==> src/design/telemetry_frame_serializer_top_assert.svh <==
// Assertion macros shared by the telemetry frame serializer modules.
`ifndef TELEMETRY_FRAME_SERIALIZER_TOP_ASSERT_SVH
`define TELEMETRY_FRAME_SERIALIZER_TOP_ASSERT_SVH

`ifndef NO_ASSERTIONS

`define TFS_ASSERT_ALWAYS(label, clk, rst_n, cond, msg) \
    label: assert property (@(posedge clk) disable iff (!rst_n) (cond)) else $error(msg);

`define TFS_ASSERT_IMPLIES(label, clk, rst_n, ante, cons, msg) \
    label: assert property (@(posedge clk) disable iff (!rst_n) (ante) |-> (cons)) \
        else $error(msg);

`define TFS_ASSERT_NEXT(label, clk, rst_n, ante, cons, msg) \
    label: assert property (@(posedge clk) disable iff (!rst_n) (ante) |=> (cons)) \
        else $error(msg);

`else

`define TFS_ASSERT_ALWAYS(label, clk, rst_n, cond, msg)
`define TFS_ASSERT_IMPLIES(label, clk, rst_n, ante, cons, msg)
`define TFS_ASSERT_NEXT(label, clk, rst_n, ante, cons, msg)

`endif

`endif

==> src/design/tfs_pkg.sv <==
// Types, constants and helper functions of the telemetry frame serializer.
package tfs_pkg;

    localparam int TFS_CHANNELS_PER_BANK = 8;
    localparam int CHAN_W                = 3;
    localparam int APB_ADDR_W            = 3;
    localparam int APB_DATA_W            = 32;

    localparam logic [15:0] SYNC_RESET    = 16'h6B90;
    localparam logic [15:0] VERSION_RESET = 16'h0063;
    localparam logic [15:0] CRC_INIT      = 16'hFFFF;
    localparam logic [15:0] CRC_POLY      = 16'h1021;
    localparam logic [15:0] SAMPLE_RESET  = 16'hBBBB;

    localparam logic [0:0] REG_SYNC    = 1'b0;
    localparam logic [0:0] REG_VERSION = 1'b1;

    localparam logic KIND_STORE = 1'b0;
    localparam logic KIND_TX    = 1'b1;

    localparam logic [3:0] POS_SYNC_HI     = 4'd0;
    localparam logic [3:0] POS_SYNC_LO     = 4'd1;
    localparam logic [3:0] POS_SUBFRAME    = 4'd2;
    localparam logic [3:0] POS_FIXED_FIRST = 4'd3;
    localparam logic [3:0] POS_FIXED_LAST  = 4'd12;
    localparam logic [3:0] POS_SUBCOMM     = 4'd13;
    localparam logic [3:0] POS_CRC_HI      = 4'd14;
    localparam logic [3:0] POS_CRC_LO      = 4'd15;

    localparam logic [3:0] VERSION_SLOT = 4'd11;

    typedef struct packed {
        logic              kind;
        logic              bank;
        logic [CHAN_W-1:0] channel;
        logic [15:0]       sample_value;
    } item_t;

    typedef struct packed {
        logic [7:0] tx_byte;
        logic       frame_last;
    } result_t;

    typedef struct packed {
        logic              bank;
        logic [CHAN_W-1:0] chan;
    } src_t;

    function automatic logic [15:0] crc_add(input logic [15:0] crc, input logic [7:0] b);
        logic [15:0] c;
        c = crc ^ {b, 8'h00};
        for (int k = 0; k < 8; k++) begin
            if (c[15])
            begin
                c = {c[14:0], 1'b0} ^ CRC_POLY;
            end
            else
            begin
                c = {c[14:0], 1'b0};
            end
        end
        return c;
    endfunction

    function automatic src_t fixed_src(input logic [2:0] pair);
        src_t s;
        case (pair)
            3'd0:    s = '{bank: 1'b0, chan: 3'd2};
            3'd1:    s = '{bank: 1'b1, chan: 3'd2};
            3'd2:    s = '{bank: 1'b0, chan: 3'd4};
            3'd3:    s = '{bank: 1'b1, chan: 3'd6};
            3'd4:    s = '{bank: 1'b0, chan: 3'd6};
            default: s = '{bank: 1'b0, chan: 3'd2};
        endcase
        return s;
    endfunction

    function automatic src_t sub_src(input logic [3:0] slot);
        src_t s;
        case (slot)
            4'd0:    s = '{bank: 1'b0, chan: 3'd3};
            4'd1:    s = '{bank: 1'b1, chan: 3'd3};
            4'd2:    s = '{bank: 1'b0, chan: 3'd5};
            4'd3:    s = '{bank: 1'b1, chan: 3'd7};
            4'd4:    s = '{bank: 1'b0, chan: 3'd7};
            4'd5:    s = '{bank: 1'b0, chan: 3'd0};
            4'd6:    s = '{bank: 1'b0, chan: 3'd1};
            4'd7:    s = '{bank: 1'b1, chan: 3'd0};
            4'd8:    s = '{bank: 1'b1, chan: 3'd1};
            4'd9:    s = '{bank: 1'b1, chan: 3'd4};
            4'd10:   s = '{bank: 1'b1, chan: 3'd5};
            default: s = '{bank: 1'b0, chan: 3'd3};
        endcase
        return s;
    endfunction

endpackage

==> src/design/tfs_frame_engine.sv <==
// Frame sequencer, sample store and running CRC of the telemetry frame serializer.
`include "telemetry_frame_serializer_top_assert.svh"

module tfs_frame_engine
    import tfs_pkg::*;
#(
    parameter int CHANNELS_PER_BANK = TFS_CHANNELS_PER_BANK
)
(
    input  logic        clk,
    input  logic        rst_n,
    input  logic        fire,
    input  item_t       item,
    input  logic [15:0] sync_word,
    input  logic [15:0] version_word,
    output result_t     result
);

    localparam int DEPTH = 2 * CHANNELS_PER_BANK;
    localparam int IDX_W = $clog2(DEPTH);

    logic [3:0]  frame_pos_reg;
    logic [3:0]  frame_pos_next;
    logic [3:0]  subcomm_slot_reg;
    logic [3:0]  subcomm_slot_next;
    logic        subcomm_phase_reg;
    logic        subcomm_phase_next;
    logic [3:0]  subframe_id_reg;
    logic [3:0]  subframe_id_next;
    logic [15:0] crc_reg;
    logic [15:0] crc_next;
    logic [7:0]  latched_low_reg;
    logic [7:0]  latched_low_next;
    logic [15:0] store_reg [DEPTH];

    logic             tx_fire;
    logic             store_fire;
    logic [3:0]       fixed_off;
    src_t             rd_src;
    logic [IDX_W-1:0] rd_idx;
    logic [IDX_W-1:0] wr_idx;
    logic [15:0]      rd_word;
    logic [7:0]       byte_out;
    logic             last_out;
    logic             crc_update;

    assign tx_fire    = fire && (item.kind == KIND_TX);
    assign store_fire = fire && (item.kind == KIND_STORE);
    assign fixed_off  = frame_pos_reg - POS_FIXED_FIRST;

    assign rd_src  = (frame_pos_reg == POS_SUBCOMM) ? sub_src(subcomm_slot_reg)
                                                    : fixed_src(fixed_off[3:1]);
    assign rd_idx  = IDX_W'(rd_src.bank) * IDX_W'(CHANNELS_PER_BANK) + IDX_W'(rd_src.chan);
    assign wr_idx  = IDX_W'(item.bank) * IDX_W'(CHANNELS_PER_BANK) + IDX_W'(item.channel);
    assign rd_word = store_reg[rd_idx];

    always_comb
    begin
        frame_pos_next     = frame_pos_reg;
        subcomm_slot_next  = subcomm_slot_reg;
        subcomm_phase_next = subcomm_phase_reg;
        subframe_id_next   = subframe_id_reg;
        latched_low_next   = latched_low_reg;
        byte_out           = 8'h00;
        last_out           = 1'b0;
        crc_update         = 1'b0;
        case (frame_pos_reg) inside
            POS_SYNC_HI:
            begin
                byte_out       = sync_word[15:8];
                frame_pos_next = POS_SYNC_LO;
            end
            POS_SYNC_LO:
            begin
                byte_out       = sync_word[7:0];
                frame_pos_next = POS_SUBFRAME;
            end
            POS_SUBFRAME:
            begin
                byte_out       = {4'h0, subframe_id_reg};
                crc_update     = 1'b1;
                frame_pos_next = POS_FIXED_FIRST;
            end
            [POS_FIXED_FIRST:POS_FIXED_LAST]:
            begin
                if (fixed_off[0] == 1'b0)
                begin
                    byte_out         = rd_word[15:8];
                    latched_low_next = rd_word[7:0];
                end
                else
                begin
                    byte_out = latched_low_reg;
                end
                crc_update     = 1'b1;
                frame_pos_next = frame_pos_reg + 4'd1;
            end
            POS_SUBCOMM:
            begin
                crc_update = 1'b1;
                if (!subcomm_phase_reg)
                begin
                    // Slots past the version slot behave as the version slot.
                    if (subcomm_slot_reg < VERSION_SLOT)
                    begin
                        byte_out         = rd_word[15:8];
                        latched_low_next = rd_word[7:0];
                        subframe_id_next = subframe_id_reg + 4'd1;
                    end
                    else
                    begin
                        byte_out         = version_word[15:8];
                        latched_low_next = version_word[7:0];
                        subframe_id_next = 4'd0;
                    end
                    subcomm_phase_next = 1'b1;
                end
                else
                begin
                    byte_out           = latched_low_reg;
                    subcomm_phase_next = 1'b0;
                    subcomm_slot_next  = (subcomm_slot_reg >= VERSION_SLOT) ? 4'd0
                                                                            : subcomm_slot_reg + 4'd1;
                    frame_pos_next     = POS_CRC_HI;
                end
            end
            POS_CRC_HI:
            begin
                byte_out       = crc_reg[15:8];
                frame_pos_next = POS_CRC_LO;
            end
            POS_CRC_LO:
            begin
                byte_out       = crc_reg[7:0];
                last_out       = 1'b1;
                frame_pos_next = POS_SYNC_HI;
            end
            default:
            begin
                frame_pos_next = POS_SYNC_HI;
            end
        endcase
    end

    always_comb
    begin
        if (last_out)
        begin
            crc_next = CRC_INIT;
        end
        else if (crc_update)
        begin
            crc_next = crc_add(crc_reg, byte_out);
        end
        else
        begin
            crc_next = crc_reg;
        end
    end

    assign result.tx_byte    = byte_out;
    assign result.frame_last = last_out;

    always_ff @(posedge clk or negedge rst_n)
    begin
        if (!rst_n)
        begin
            frame_pos_reg     <= POS_SYNC_HI;
            subcomm_slot_reg  <= 4'd0;
            subcomm_phase_reg <= 1'b0;
            subframe_id_reg   <= 4'd0;
            crc_reg           <= CRC_INIT;
            latched_low_reg   <= 8'h00;
        end
        else if (tx_fire)
        begin
            frame_pos_reg     <= frame_pos_next;
            subcomm_slot_reg  <= subcomm_slot_next;
            subcomm_phase_reg <= subcomm_phase_next;
            subframe_id_reg   <= subframe_id_next;
            crc_reg           <= crc_next;
            latched_low_reg   <= latched_low_next;
        end
    end

    always_ff @(posedge clk or negedge rst_n)
    begin
        if (!rst_n)
        begin
            for (int i = 0; i < DEPTH; i++) begin
                store_reg[i] <= SAMPLE_RESET;
            end
        end
        else if (store_fire)
        begin
            store_reg[wr_idx] <= item.sample_value;
        end
    end

    // Each frame carries the id of the slot it subcommutates.
    `TFS_ASSERT_IMPLIES(a_id_matches_slot, clk, rst_n, frame_pos_reg == POS_SUBFRAME, subframe_id_reg == subcomm_slot_reg, "subframe id differs from subcommutated slot")
    `TFS_ASSERT_IMPLIES(a_phase_in_slot, clk, rst_n, subcomm_phase_reg, frame_pos_reg == POS_SUBCOMM && subcomm_slot_reg <= VERSION_SLOT, "subcommutation phase set outside its slot")
    `TFS_ASSERT_NEXT(a_frame_restart, clk, rst_n, tx_fire && frame_pos_reg == POS_CRC_LO, frame_pos_reg == POS_SYNC_HI && crc_reg == CRC_INIT, "frame did not restart after the CRC")

endmodule

==> src/design/telemetry_frame_serializer_top.sv <==
// Top level of the telemetry frame serializer: handshakes, registers and result stage.
//
//   Channel   Handshake            Payload
//   req       req_valid/req_stall  kind, bank, channel, sample_value
//   tx        tx_valid/tx_stall    tx_byte, frame_last
//   apb       psel/penable/pready  paddr, pwrite, pwdata, prdata
//
// A word is registered on entry and resolved from the entry register, one word per cycle unless it stalls.
// A transmit word enters the result register when it fires from the entry register and shows on tx
// from then on; a store word gives no result.
// The entry stage keeps taking words while a result waits; it stalls only when a
// transmit word finds the result register full and stalled.
// Reset loads every stored sample with 0xBBBB and restarts the frame at its sync bytes.
`include "telemetry_frame_serializer_top_assert.svh"

module telemetry_frame_serializer_top
    import tfs_pkg::*;
#(
    parameter int CHANNELS_PER_BANK = TFS_CHANNELS_PER_BANK
)
(
    input  logic                  clk,
    input  logic                  rst_n,
    input  logic                  req_valid,
    output logic                  req_stall,
    input  logic                  kind,
    input  logic                  bank,
    input  logic [CHAN_W-1:0]     channel,
    input  logic [15:0]           sample_value,
    output logic                  tx_valid,
    input  logic                  tx_stall,
    output logic [7:0]            tx_byte,
    output logic                  frame_last,
    input  logic                  psel,
    input  logic                  penable,
    input  logic                  pwrite,
    input  logic [APB_ADDR_W-1:0] paddr,
    input  logic [APB_DATA_W-1:0] pwdata,
    output logic [APB_DATA_W-1:0] prdata,
    output logic                  pready
);

    logic [15:0] sync_word_reg;
    logic [15:0] version_word_reg;
    logic        s1_valid_reg;
    logic        s1_valid_next;
    item_t       s1_item_reg;
    logic        tx_valid_reg;
    logic        tx_valid_next;
    result_t     tx_result_reg;

    logic        req_accept;
    logic        s1_is_tx;
    logic        s1_fire;
    logic        apb_write;
    result_t     engine_result;

    assign pready    = 1'b1;
    assign apb_write = psel && penable && pwrite && pready;

    always_ff @(posedge clk or negedge rst_n)
    begin
        if (!rst_n)
        begin
            sync_word_reg    <= SYNC_RESET;
            version_word_reg <= VERSION_RESET;
        end
        else if (apb_write)
        begin
            case (paddr[2])
                REG_SYNC:    sync_word_reg    <= pwdata[15:0];
                REG_VERSION: version_word_reg <= pwdata[15:0];
                default:     sync_word_reg    <= sync_word_reg;
            endcase
        end
    end

    always_comb
    begin
        case (paddr[2])
            REG_SYNC:    prdata = {16'h0000, sync_word_reg};
            REG_VERSION: prdata = {16'h0000, version_word_reg};
            default:     prdata = '0;
        endcase
    end

    assign s1_is_tx   = (s1_item_reg.kind == KIND_TX);
    assign s1_fire    = s1_valid_reg && (!s1_is_tx || !tx_valid_reg || !tx_stall);
    assign req_stall  = s1_valid_reg && !s1_fire;
    assign req_accept = req_valid && !req_stall;

    always_comb
    begin
        if (req_accept)
        begin
            s1_valid_next = 1'b1;
        end
        else if (s1_fire)
        begin
            s1_valid_next = 1'b0;
        end
        else
        begin
            s1_valid_next = s1_valid_reg;
        end
    end

    always_comb
    begin
        if (s1_fire && s1_is_tx)
        begin
            tx_valid_next = 1'b1;
        end
        else if (tx_valid_reg && !tx_stall)
        begin
            tx_valid_next = 1'b0;
        end
        else
        begin
            tx_valid_next = tx_valid_reg;
        end
    end

    always_ff @(posedge clk or negedge rst_n)
    begin
        if (!rst_n)
        begin
            s1_valid_reg <= 1'b0;
            tx_valid_reg <= 1'b0;
        end
        else
        begin
            s1_valid_reg <= s1_valid_next;
            tx_valid_reg <= tx_valid_next;
        end
    end

    always_ff @(posedge clk)
    begin
        if (req_accept)
        begin
            s1_item_reg <= '{kind: kind, bank: bank, channel: channel,
                             sample_value: sample_value};
        end
        if (s1_fire && s1_is_tx)
        begin
            tx_result_reg <= engine_result;
        end
    end

    tfs_frame_engine #(
        .CHANNELS_PER_BANK (CHANNELS_PER_BANK)
    ) u_engine (
        .clk          (clk),
        .rst_n        (rst_n),
        .fire         (s1_fire),
        .item         (s1_item_reg),
        .sync_word    (sync_word_reg),
        .version_word (version_word_reg),
        .result       (engine_result)
    );

    assign tx_valid   = tx_valid_reg;
    assign tx_byte    = tx_result_reg.tx_byte;
    assign frame_last = tx_result_reg.frame_last;

    `TFS_ASSERT_IMPLIES(a_no_overwrite, clk, rst_n, tx_valid_reg && tx_stall, !(s1_fire && s1_is_tx), "result overwritten while stalled")
    `TFS_ASSERT_NEXT(a_result_follows, clk, rst_n, s1_fire && s1_is_tx, tx_valid_reg, "transmit word produced no result")
    `TFS_ASSERT_NEXT(a_stage_holds, clk, rst_n, s1_valid_reg && !s1_fire, s1_valid_reg && $stable(s1_item_reg), "stalled entry stage lost its word")

endmodule

==> config.mk <==
export PLATFORM = sky130hd
export DESIGN_NAME = telemetry_frame_serializer_top
export DESIGN_NICKNAME = d
export VERILOG_FILES = /design/src/design/tfs_pkg.sv /design/src/design/tfs_frame_engine.sv /design/src/design/telemetry_frame_serializer_top.sv
export VERILOG_INCLUDE_DIRS = /design/src /design/src/design
export SDC_FILE = /design/constraint.sdc
export NUM_CORES = 1
export LEC_CHECK = 0
export ABC_AREA = 1
export BUFFER_PORTS_ARGS = -buffer_cell sky130_fd_sc_hd__clkbuf_2
export CAP_MARGIN = 20
export CORE_MARGIN = 2
export CORE_UTILIZATION = 25
export CTS_CLUSTER_DIAMETER = 150
export CTS_CLUSTER_SIZE = 10
export DETAILED_ROUTE_END_ITERATION = 8
export PLACE_DENSITY_LB_ADDON = 0.05
export SLEW_MARGIN = 20
export SYNTH_ARGS = -nofsm -noshare
export SYNTH_HDL_FRONTEND = slang
export SYNTH_SLANG_ARGS = --single-unit
==> constraint.sdc <==
create_clock -name clk -period 3.15 [get_ports clk]
set_input_delay 0.63 -clock clk [delete_from_list [all_inputs] [get_ports clk]]
set_output_delay 0.63 -clock clk [all_outputs]
set_load 0.03 [all_outputs]
### Word-level counts from Yosys, hierarchy flattened

Memories as Yosys holds them, arrays and structs flattened.
Cells that the tools add are included.

* output and inout bits: 44
* bits in registers: 357
* bits of input ports: 63
* bits in read-only memories: 64
* memories kept: 1
* logic and storage cells: 180

Memory list
* (name not given): words 16, bits a word 4, read ports 1, clocked after Yosys merged registers in 0, wr ports 0, line tfs_pkg.sv:80 `case (slot)`

* equality and inequality tests: 12
* $add $sub $neg: 6
* reductions and logical operators: 30
* mux-type cells: 74
* $lt $le $gt $ge: 7
* bitwise gates (word level): 18

Operators by type and width (count)
* two-way mux 16 bit: 19
* bitwise mux 256 bit: 1
* two-way mux 8 bit: 15
* two-way mux 13 bit: 8
* binary-select mux 16 bit (select 4 bit): 1
* demux 16 bit (select 4 bit): 1
* case mux 32 bit (2 select lines): 1
* two-way mux 4 bit: 10
* NOT 3 bit: 8
* AND reduction 7 bit: 3
* two-way mux 1 bit: 17
* case mux 4 bit (4 select lines): 1
* bitwise XOR 16 bit: 1
* adder 4 x 1 -> 4 bit, second input constant: 3
* equality test 4 bit, second input constant: 3
* greater-or-equal comparator 5 bit, second input constant: 2
* logical AND 1 bit: 10
* NOT 4 -> 5 bit: 2
* adder 4 x 3 -> 4 bit: 2
* AND reduction 2 bit: 4
* nonzero test 2 bit: 4
* NOT 1 bit: 7
* equality test 3 x 2 -> 1 bit, second input constant: 2
* != test 6 x 1 -> 1 bit, second input constant: 1
* other kinds (15): 21

### Depth between registers and ports, before layout

Gate-level depths: netlist (run 1).

* depth after elaboration: 49
* depth in mapped cells: 32
* depth with buffers taken out: 31

### Hierarchy

From an unflattened synthesis (run 1), not the netlist that was laid out.

* cell total of the unflattened synthesis: 2288
* area total of the unflattened synthesis: 18093.6 sq um

By module, submodules not included
* tfs_frame_engine: area each 15452.3 sq um, times used 1, cells each 2031, seq. area each 7592.3 sq um
* telemetry_frame_serializer_top: area each 2641.3 sq um, times used 1, cells each 257, seq. area each 1765.4 sq um

### Worst setup path after synthesis (run 1)

Ideal clock, no wire load.

* kind: flip-flop to flip-flop
* start point: register u_engine.frame_pos_reg[1]
* end point: register u_engine.crc_reg[6]
* stages on the path, launching flop included: 31
* arrival: 2.546 ns
* data required time: 3.078 ns
* path slack: 0.532 ns
* clock period less this slack: 2.618 ns
* library setup time: 0.072 ns
* path buffers: 1
* cells stage by stage: dfrtp_1 -> inv_1 -> ha_1 -> inv_1 -> nor2_8 -> nand2_1 -> nor2_2 -> buf_4 -> nand2_1 -> a21oi_1 -> nor2_1 -> nand2_1 -> nand3_1 -> nand2_1 -> nand2_1 -> nand2_1 -> nand2_1 -> nand2_1 -> nand2_1 -> nand2_1 -> nand2_1 -> nand2_2 -> nand2_2 -> nand2_1 -> nand2_2 -> nand2_1 -> nand2_2 -> nand2_1 -> nand3_1 -> nand2_1 -> inv_1

* longest elaborated chain between the ends: 41
* elaborated cells between the ends (all ways): 72
* classes of those cells: 2 x add/sub; 2 x order compare; 9 x eq/ne; 51 x mux; 4 x bitwise; 4 x reduce/logical

RTL lines
* start, declared: line tfs_frame_engine.sv:22 `logic [3:0] frame_pos_reg;`
* start signal, assigned: line tfs_frame_engine.sv:177 `frame_pos_reg <= frame_pos_next;`
* subtractor 4 x 2 -> 4 bit: line tfs_frame_engine.sv:49 `assign fixed_off = frame_pos_reg - POS_FIXED_FIRST;`
* equality test 3 bit, or another cell as far along: line tfs_pkg.sv:67 `case (pair)`
* case mux 4 bit (4 select lines): line tfs_pkg.sv:67
* two-way mux 4 bit: line tfs_frame_engine.sv:51 `assign rd_src = (frame_pos_reg == POS_SUBCOMM) ? sub_src(subcomm_slot_reg)`
* adder 4 x 3 -> 4 bit: line tfs_frame_engine.sv:53 `assign rd_idx = IDX_W'(rd_src.bank) * IDX_W'(CHANNELS_PER_BANK) + IDX_W'(rd_src.chan);`
* NOT 4 -> 5 bit (implied by the code): line tfs_frame_engine.sv:55 `assign rd_word = store_reg[rd_idx];`
* binary-select mux 16 bit (select 4 bit): line tfs_frame_engine.sv:55
* two-way mux 16 bit (implied by the code) (2 in a row): line tfs_frame_engine.sv:55
* (+24 left out)
* two-way mux 16 bit: line tfs_frame_engine.sv:147 `if (last_out)`
* NOT 3 bit (no line)
* two-way mux 13 bit: line tfs_pkg.sv:53 `if (c[15])`
* two-way mux 16 bit: line tfs_frame_engine.sv:151 `else if (crc_update)`
* two-way mux 16 bit: line tfs_frame_engine.sv:147
* two-way mux 13 bit: line tfs_pkg.sv:53
* two-way mux 16 bit: line tfs_frame_engine.sv:151
* two-way mux 16 bit: line tfs_frame_engine.sv:147
* end signal, assigned: line tfs_frame_engine.sv:181 `crc_reg <= crc_next;`
* end, declared: line tfs_frame_engine.sv:30 `logic [15:0] crc_reg;`

Several ways; a longest one is shown, not always the timed one. The select of a mux whose other input is x is not followed.
A chain may end at the register's enable or synchronous reset.

### Worst setup path after layout (run 1)

* start point: register u_engine.frame_pos_reg[1]
* end point: register u_engine.crc_reg[12]

* longest elaborated chain between the ends: 42
* elaborated cells between the ends (all ways): 72
* classes of those cells: 2 x add/sub; 2 x order compare; 9 x eq/ne; 51 x mux; 4 x bitwise; 4 x reduce/logical

RTL lines (line)
* subtractor 4 x 2 -> 4 bit: tfs_frame_engine.sv:49
* equality test 3 bit, or another cell as far along: tfs_pkg.sv:67
* case mux 4 bit (4 select lines): tfs_pkg.sv:67
* two-way mux 4 bit: tfs_frame_engine.sv:51
* adder 4 x 3 -> 4 bit: tfs_frame_engine.sv:53
* NOT 4 -> 5 bit (implied by the code): tfs_frame_engine.sv:55
* binary-select mux 16 bit (select 4 bit): tfs_frame_engine.sv:55
* two-way mux 16 bit (implied by the code) (2 in a row): tfs_frame_engine.sv:55
* (+25 left out)
* two-way mux 16 bit: tfs_frame_engine.sv:147
* two-way mux 13 bit: tfs_pkg.sv:53
* two-way mux 16 bit: tfs_frame_engine.sv:151
* two-way mux 16 bit: tfs_frame_engine.sv:147
* NOT 3 bit (no line)
* two-way mux 13 bit: tfs_pkg.sv:53
* two-way mux 16 bit: tfs_frame_engine.sv:151
* two-way mux 16 bit: tfs_frame_engine.sv:147

Several ways; a longest one is shown, not always the timed one. The select of a mux whose other input is x is not followed.

==> results.yml, run 1 <==
timing:
  grt_setup_unrepaired: "true"
  slew_violations: 0
  worst_slew_pin_slew_ps: 673
  clock-skew-final_ps: 32.8
  fin_ws_ps: -14.8
  hold_viol: 0
  hold_slack_ps: 207
  slew_headroom_pct: 55.1
  max_freq_ghz: 0.316
  min_period_ps: 3160
  post-route-period-util_pct: 100
  setup_viol_count_final: 1
global_routing:
  antenna_found_initial: 1
  overflow: 0
  grt_max_degree: 77
  grt_pass1_wl_um: 97100
  grt_pass1_vias: 15200
  track_usage_pct: 17.3
routing:
  routed_wl_um: 63600
  drc_errors: 0
  drtAntennaViolNets: 0
  detail_route.wl_per_cell_um: 18.7
  drt_pass1_iterations: 5
  wl_met3_um: 1870
  vias: 15300
  drtIter0Drc: 991
  met1_length_um: 30000
  via_per_inst: 4.49
  wl_met2_um: 30400
  top_layer_used: "met4"
setup_path:
  path_class: "flip-flop to flip-flop"
  slowest_stage: "dfrtp_1"
  worst_path_most_repeated_cell: "nand2_1"
  crit_fanout: 5
  cp-start-kind: "flip-flop"
  arrival_ps: 3700
  max_stage_delay_ps: 410
  crit_required_ps: 3690
  end_kind: "flip-flop"
clock_tree:
  clock-sinks: 357
  cts_tree: "built"
  cts-buffers-inserted: 41
  cts_root_buffer: "clkbuf_16"
  clk-insertion-delay-late_ps: 590
  htree_levels: 2
  clockBufferDepth: 3
  clk_pin_slew_ps: 70
placed_design:
  port-buffer-count: 71
  place_congestion: 0.778
  hpwlAfterDp_um: 39300
synth:
  synth_area_mm2: 0.0179
  ys_seq_area_share_pct: 52.3
  synth_top_family_by_area: "simple AND/OR/NAND/NOR gates"
  synth.avg_cell_area_um2: 7.88
  yosys_warnings: 0
  synth_top_area_share_pct: 32.2
  synth_seq_cells: 357
  synth-edff-count: 30
  synthAdderAreaFrac_pct: 0.699
  synthMuxAreaShare_pct: 0
  ys_types: 44
  synth_compound_area_share_pct: 14.9
  async_flop_share_pct: 91.6
  yosys.area.top_type: "dfstp_2"
  yosys.area_share.simple_pct: 23.7
  syn_inst: 2272
  synth_xor_xnor_area_share_pct: 0.147
  synth_flop_cell: "dfstp_2"
  yosys-top-cells-area: "dfstp_2 32%, nand2_1 17%, dfrtp_1 15%, o21ai_0 10%, edfxtp_1 5.0%"
cells_and_area:
  largest_reg_flops: 256
  most-common-layout-cells: "758 x nand2_1, 345 x o21ai_0, 219 x dfstp_2"
  layout_commonest_cell: "nand2_1"
  nets: 2495
  drive_above_1_share_pct: 26.8
  fillers: 7705
  areaGrowthSynthToFinish_pct: 24.7
  post-route-util_pct: 31.3
pwr:
  p_leak_nw: 10.1
  powerDensity_mw_per_mm2: 1000
  ir_drop_v: 0.000392
floorplan:
  dieHeight_um: 272
  fp-row-count: 98
  dieArea_mm2: 0.0737
  io_pins: 107
  die_w_um: 272
  start_util_pct: 25.1
  core_area_mm2: 0.0712
flow_run:
  drv_cap: 0
outcome:
  violations: "setup timing"
  status: "finished, violations left"
worst_hold_path:
  hold_class: "input port to flip-flop"
[metal layers]
metal	vias to the layer above	track usage [%]
met1	7432	23.5
met3	67	2.24
met5	-	0
met4	0	4.50
met2	209	28.8
li1	7580	-
[cells in the mapped netlist, drive strengths merged (10+ instances only)]
cell type  count
inv          207
ha            10
buf           58
nand2        847
o211ai        16
o221ai        10
dfstp        219
o21ai        362
edfxtp        30
nor3          27
o31ai         11
nor2          39
clkbuf        87
a21oi         82
or2           13
nand3        113
dfrtp        108
[what timing repair did]
item | CTS | global route
setup buffers | 28 | 3
pin swaps | 75 | 30
endpoints found under the hold margin | 12 | 0
hold buffers | 1 | 0
endpoints found under the setup margin | 23 | 31
gates cloned | 5 | 1
gates resized for setup | 166 | 51
[logic make-up after synthesis]
| kind of cell | count (synthesis) |
|---|---|
| buffers and inverters | 354 |
| AOI/OAI and AO/OA | 499 |
| adders and majority gates | 10 |
| other | 2 |
| and+or+nand+nor | 1047 |
| DFF | 357 |
| xor gates and xnor gates | 3 |
[critical path: cells and delay by family (launching register included)]
| family | cells | cell delay (ps) |
|---|---|---|
| buf+inv | 6 | 570 |
| flops | 1 | 410 |
| fa+ha+maj | 1 | 150 |
| simple gates | 24 | 1960 |
[cell type report]
type                            instances  area [um2]  share of cell area, %
Sequential cell                       357        9360                   41.9
Inverter                              209         797                   3.57
Clock inverter                          3        62.6                  0.280
Antenna cell                            1        2.50                 0.0112
Timing Repair Buffer                  237        2030                   9.10
Multi-Input combinational cell       1576        7740                   34.7
Tap cell                              950        1190                   5.33
Clock buffer                           69        1140                   5.11
[worst paths after layout]
kind	start	end	slack, ps	cells after the start
worst max register to register	u_engine.frame_pos_reg[1]	u_engine.crc_reg[12]	-10	31
min in group asynchronous	rst_n	u_engine.store_reg[138]	580	2
max in group asynchronous	rst_n	u_engine.store_reg[65]	1730	3
worst min register to register	u_engine.store_reg[106]	u_engine.store_reg[106]	480	2
worst max-delay path	u_engine.frame_pos_reg[1]	u_engine.crc_reg[12]	-10	31
worst min-delay path	sample_value[12]	s1_item_reg[12]	210	1
[metrics by stage]
stage	power, W	setup slack [ps]	setup TNS (ps)	std cells	instance area, um2
3_5_place_dp	0.0162	-316	-5150	3296	20000
4_1_cts	0.0224	-19.9	-31.8	3399	22100
2_1_floorplan	0.0120	532	0	2287	18000
3_3_place_gp	0.0161	-316	-4680	3296	20000
5_1_grt	0.0241	-286	-3990	3402	22300
6_report	0.0224	-14.8	-14.8	3402	22300
[power breakdown]
part / internal (W) / switching [W] / total (W)
Clock: 0.00247 / 0.00206 / 0.00454
Combinational: 0.00424 / 0.00682 / 0.0111
Sequential: 0.00617 / 0.000637 / 0.00681
Total: 0.0129 / 0.00952 / 0.0224
(Power assumes the default switching activity.)
==> inputs of run 2 (changes only) <==
--- a/config.mk
+++ b/config.mk
@@ -10,7 +10,7 @@
 export BUFFER_PORTS_ARGS = -buffer_cell sky130_fd_sc_hd__clkbuf_2
 export CAP_MARGIN = 20
 export CORE_MARGIN = 2
-export CORE_UTILIZATION = 25
+export CORE_UTILIZATION = 35
 export CTS_CLUSTER_DIAMETER = 150
 export CTS_CLUSTER_SIZE = 10
 export DETAILED_ROUTE_END_ITERATION = 8
==> results.yml, run 2 (synthesized netlist as in run 1, its figures left out) <==
floorplan:
  dieArea_mm2: 0.0530
  start_util_pct: 35.6
  die_w_um: 230
  dieHeight_um: 230
  fp-row-count: 82
  core_area_mm2: 0.0503
  io_pins: 107
routing:
  detail_route.wl_per_cell_um: 18.2
  drtAntennaViolNets: 0
  vias: 15300
  via_per_inst: 4.89
  drt_pass1_iterations: 5
  drtIter0Drc: 1190
  drc_errors: 0
  routed_wl_um: 56900
global_routing:
  grt_max_degree: 74
  track_usage_pct: 21.4
  overflow: 0
  grt_pass1_wl_um: 87600
  antenna_found_initial: 0
  grt_pass1_vias: 14600
cells_and_area:
  areaGrowthSynthToFinish_pct: 22.4
  final-seq-area_mm2: 0.00936
  fillers: 5125
  finish.instance_area_mm2: 0.0219
  drive_above_1_share_pct: 26.5
  post-route-util_pct: 43.6
  largest_reg_flops: 256
  layout_commonest_cell: "nand2_1"
  nets: 2493
  multiInputGateArea_mm2: 0.00763
  most-common-layout-cells: "760 x nand2_1, 343 x o21ai_0, 219 x dfstp_2"
clock_tree:
  cts_root_buffer: "clkbuf_16"
  cts_hold_buf: 0
  clk_pin_slew_ps: 60
  cts_tree: "built"
  clockBufferDepth: 3
  htree_levels: 2
  clock-sinks: 357
  clk-insertion-delay-late_ps: 580
  cts-buffers-inserted: 41
pwr:
  power_switching_w: 0.00890
  p_sw_share_pct: 41.4
  pwr-share-comb_pct: 47.5
  power.total_w: 0.0215
  intPower_w: 0.0126
  seqPwrFrac_pct: 31.7
  power_frac_clock_pct: 20.8
  powerDensity_mw_per_mm2: 981
  p_leak_nw: 10.1
  ir_drop_v: 0.000416
timing:
  min_period_ps: 3190
  fin_ws_ps: -42.9
  clock-skew-final_ps: 23.5
  max_freq_ghz: 0.313
  post-route-period-util_pct: 101
  setup_viol_count_final: 3
  slew_headroom_pct: 56.4
  hold_viol: 0
  grt_setup_unrepaired: "true"
  worst_slew_pin_slew_ps: 653
  slew_violations: 0
worst_hold_path:
  hold_class: "input port to async pin"
setup_path:
  timing.critical_path.max_delay_family: "simple AND/OR/NAND/NOR gates"
  max_stage_delay_ps: 410
  path_class: "flip-flop to flip-flop"
  crit_fanout: 6
  end_kind: "flip-flop"
  crit_buf_inv: 5
  worst_path_most_repeated_cell: "nand2_1"
  crit_required_ps: 3640
  slowest_stage: "dfrtp_1"
  cp-start-kind: "flip-flop"
  arrival_ps: 3690
placed_design:
  hpwlAfterDp_um: 35800
  place_congestion: 0.837
  place_area_mm2: 0.0197
  port-buffer-count: 71
outcome:
  status: "finished, violations left"
  violations: "setup timing"
flow_run:
  drv_cap: 0
run 2: path summary, 6_finish.rpt:
path                                           start                      end  slack, ps  depth (start not counted)
max in group asynchronous                      rst_n  u_engine.store_reg[183]       2240                          2
hold reg to reg               u_engine.store_reg[42]   u_engine.store_reg[42]        480                          2
min in group clk                     sample_value[6]           s1_item_reg[6]        230                          1
setup / recovery           u_engine.frame_pos_reg[1]      u_engine.crc_reg[8]        -40                         28
hold / removal                                 rst_n   u_engine.store_reg[10]         40                          1
setup reg to reg           u_engine.frame_pos_reg[1]      u_engine.crc_reg[8]        -40                         28
run 2: final cells by class:
type                    count  share of cell area (%)
multi-input cells        1576                    34.8
repair buffers            235                    9.51
well taps                 672                    3.84
flip-flops and latches    357                    42.7
diodes                      1                  0.0114
clock inverters             3                   0.188
clock buffers              71                    5.30
inverters                 209                    3.60
run 2: per-layer routing:
metal  vias up  part of all wire (%)  global-route usage, %
met3        62                   3.6                   2.42
met4         0                   2.0                   5.18
li1       7584                     -                      -
met5         -                     0                      0
met1      7324                    48                   30.5
met2       292                    47                   34.7
run 2: power by group through the flow:
| stage | combinational, W | clock, W | sequential (W) |
|---|---|---|---|
| floorplan | 0.00520 | 0 | 0.00675 |
| finish | 0.0102 | 0.00447 | 0.00681 |
| global route | 0.0113 | 0.00482 | 0.00694 |
| global placement | 0.00873 | 0 | 0.00680 |
| CTS | 0.00957 | 0.00462 | 0.00678 |
| detailed placement | 0.00877 | 0 | 0.00682 |
run 2: through the flow:
step           TNS (ps)  hold WS, ps  cells  setup slack, ps
2_1_floorplan         0          334   2287              532
3_3_place_gp      -2970          462   3019             -256
3_5_place_dp      -3310          469   3019             -297
4_1_cts               0         55.2   3111            0.126
5_1_grt           -3370         82.1   3123             -265
6_report          -80.9         43.7   3124            -42.9
run 2: what timing repair did:
item | 4_1_cts | 5_1_grt
pin swaps | 46 | 58
cloned | 4 | 4
setup buffers | 14 | 9
endpoints found under the setup margin | 18 | 21
gates resized for setup | 109 | 87
==> inputs of run 3 (changes only) <==
--- a/config.mk
+++ b/config.mk
@@ -9,12 +9,10 @@
 export ABC_AREA = 1
 export BUFFER_PORTS_ARGS = -buffer_cell sky130_fd_sc_hd__clkbuf_2
 export CAP_MARGIN = 20
-export CORE_MARGIN = 2
-export CORE_UTILIZATION = 35
+export CORE_UTILIZATION = 30
 export CTS_CLUSTER_DIAMETER = 150
 export CTS_CLUSTER_SIZE = 10
 export DETAILED_ROUTE_END_ITERATION = 8
-export PLACE_DENSITY_LB_ADDON = 0.05
 export SLEW_MARGIN = 20
 export SYNTH_ARGS = -nofsm -noshare
 export SYNTH_HDL_FRONTEND = slang
==> results.yml, run 3 (synthesized netlist as in run 1, its figures left out) <==
outcome:
  status: "finished, violations left"
  violations: "setup timing"
floorplan:
  io_pins: 107
  dieArea_mm2: 0.0606
  fp-row-count: 89
  die_w_um: 246
  dieHeight_um: 246
  core_area_mm2: 0.0590
  start_util_pct: 30.3
worst_hold_path:
  min_path_cells: 1
  hold_class: "input port to flip-flop"
timing:
  slew_headroom_pct: 60.2
  setup_viol_count_final: 6
  setup_tns_ps: -239
  max_freq_ghz: 0.311
  slew_violations: 0
  grt_setup_unrepaired: "true"
  fin_ws_ps: -70.5
  post-route-period-util_pct: 102
  hold_viol: 0
  hold_slack_ps: 231
  clock-skew-final_ps: 16.0
  worst_slew_pin_slew_ps: 596
  min_period_ps: 3220
cells_and_area:
  layout_commonest_cell: "nand2_1"
  drive_above_1_share_pct: 24.2
  largest_reg_flops: 256
  finish.instance_area_mm2: 0.0216
  areaGrowthSynthToFinish_pct: 20.9
  most-common-layout-cells: "784 x nand2_1, 354 x o21ai_0, 219 x dfstp_2"
  diodes: 0
  nets: 2471
pwr:
  p_leak_nw: 9.90
  ir_drop_v: 0.000641
  powerDensity_mw_per_mm2: 974
  power.total_w: 0.0211
global_routing:
  track_usage_pct: 17.2
  grt_max_degree: 108
  grt_pass1_vias: 14800
  antenna_found_initial: 0
  grt_pass1_wl_um: 82200
  overflow: 0
routing:
  drtAntennaViolNets: 0
  drt_pass1_iterations: 6
  drc_errors: 0
  via_per_inst: 4.88
  detail_route.wl_per_cell_um: 16.5
  routed_wl_um: 52700
  drtIter0Drc: 1204
  vias: 15600
setup_path:
  crit_required_ps: 3660
  end_kind: "flip-flop"
  crit_buf_inv: 6
  path_class: "flip-flop to flip-flop"
  max_stage_delay_ps: 440
  cp-start-kind: "flip-flop"
  cp.depth: 28
  arrival_ps: 3730
  timing.critical_path.max_delay_family: "simple AND/OR/NAND/NOR gates"
  slowest_stage: "dfrtp_2"
  r2r_cells: 28
  worst_path_most_repeated_cell: "nand2_1"
  crit_fanout: 8
clock_tree:
  cts-buffers-inserted: 41
  cts_tree: "built"
  clk_pin_slew_ps: 60
  cts_root_buffer: "clkbuf_16"
  clockBufferDepth: 3
  htree_levels: 2
  clk-insertion-delay-late_ps: 570
  clock-sinks: 357
placed_design:
  place_congestion: 0.906
  place_area_mm2: 0.0196
  hpwlAfterDp_um: 32400
  pre_cts_ws_ps: -168
  port-buffer-count: 71
flow_run:
  drv_cap: 0
[run 3: worst register-to-register path: cells and delay by family (launching register included)]
family | cells | cell delay (ps)
AO/OA/AOI/OAI | 1 | 180
adder cells (fa/ha/maj) | 1 | 150
buffers and inverters | 6 | 660
flip-flops | 1 | 440
AND/OR/NAND/NOR | 20 | 1750
[run 3: worst paths after layout]
path	from	slack (ps)	to
setup / recovery	u_engine.frame_pos_reg[1]	-70	u_engine.crc_reg[8]
hold / removal	sample_value[8]	230	s1_item_reg[8]
setup reg to reg	u_engine.frame_pos_reg[1]	-70	u_engine.crc_reg[8]
hold reg to reg	u_engine.store_reg[46]	480	u_engine.store_reg[46]
max in group asynchronous	rst_n	1690	u_engine.store_reg[101]
min in group asynchronous	rst_n	550	u_engine.store_reg[126]
[run 3: timing repair]
action | in CTS | in global routing
hold buffers | 1 | 0
resized for setup | 57 | 71
endpoints found under the setup margin | 19 | 27
gates cloned | 4 | 2
pin swaps | 17 | 39
buffers inserted | 9 | 6
hold endpoints to repair | 14 | 0
[run 3: report_power, final]
| part | internal, W | leakage (nW) | switching [W] |
|---|---|---|---|
| Clock | 0.00250 | 0.572 | 0.00195 |
| Sequential | 0.00617 | 3.94 | 0.000640 |
| Combinational | 0.00371 | 5.39 | 0.00611 |
| Total | 0.0124 | 9.90 | 0.00870 |
[run 3: stage by stage]
stage | std cells | utilization, %
after floorplan | 2287 | -
after global placement | 3106 | 33.3
after detailed placement | 3106 | 33.3
after CTS | 3194 | 36.0
after global routing | 3202 | 36.6
final | 3202 | 36.6
[run 3: cell type report]
type | count | area, um2
Sequential cell | 357 | 9360
Timing Repair Buffer | 213 | 1820
Fill cell | 6082 | 37400
Multi-Input combinational cell | 1576 | 7490
Clock inverter | 3 | 43.8
Tap cell | 773 | 967
Clock buffer | 71 | 1160
Inverter | 209 | 787
[run 3: routing by layer]
| layer | GRT usage (%) | share of wire, % |
|---|---|---|
| met5 | 0 | 0 |
| met1 | 23.1 | 44 |
| met3 | 2.33 | 5.5 |
| met2 | 28.5 | 48 |
| met4 | 5.34 | 2.5 |
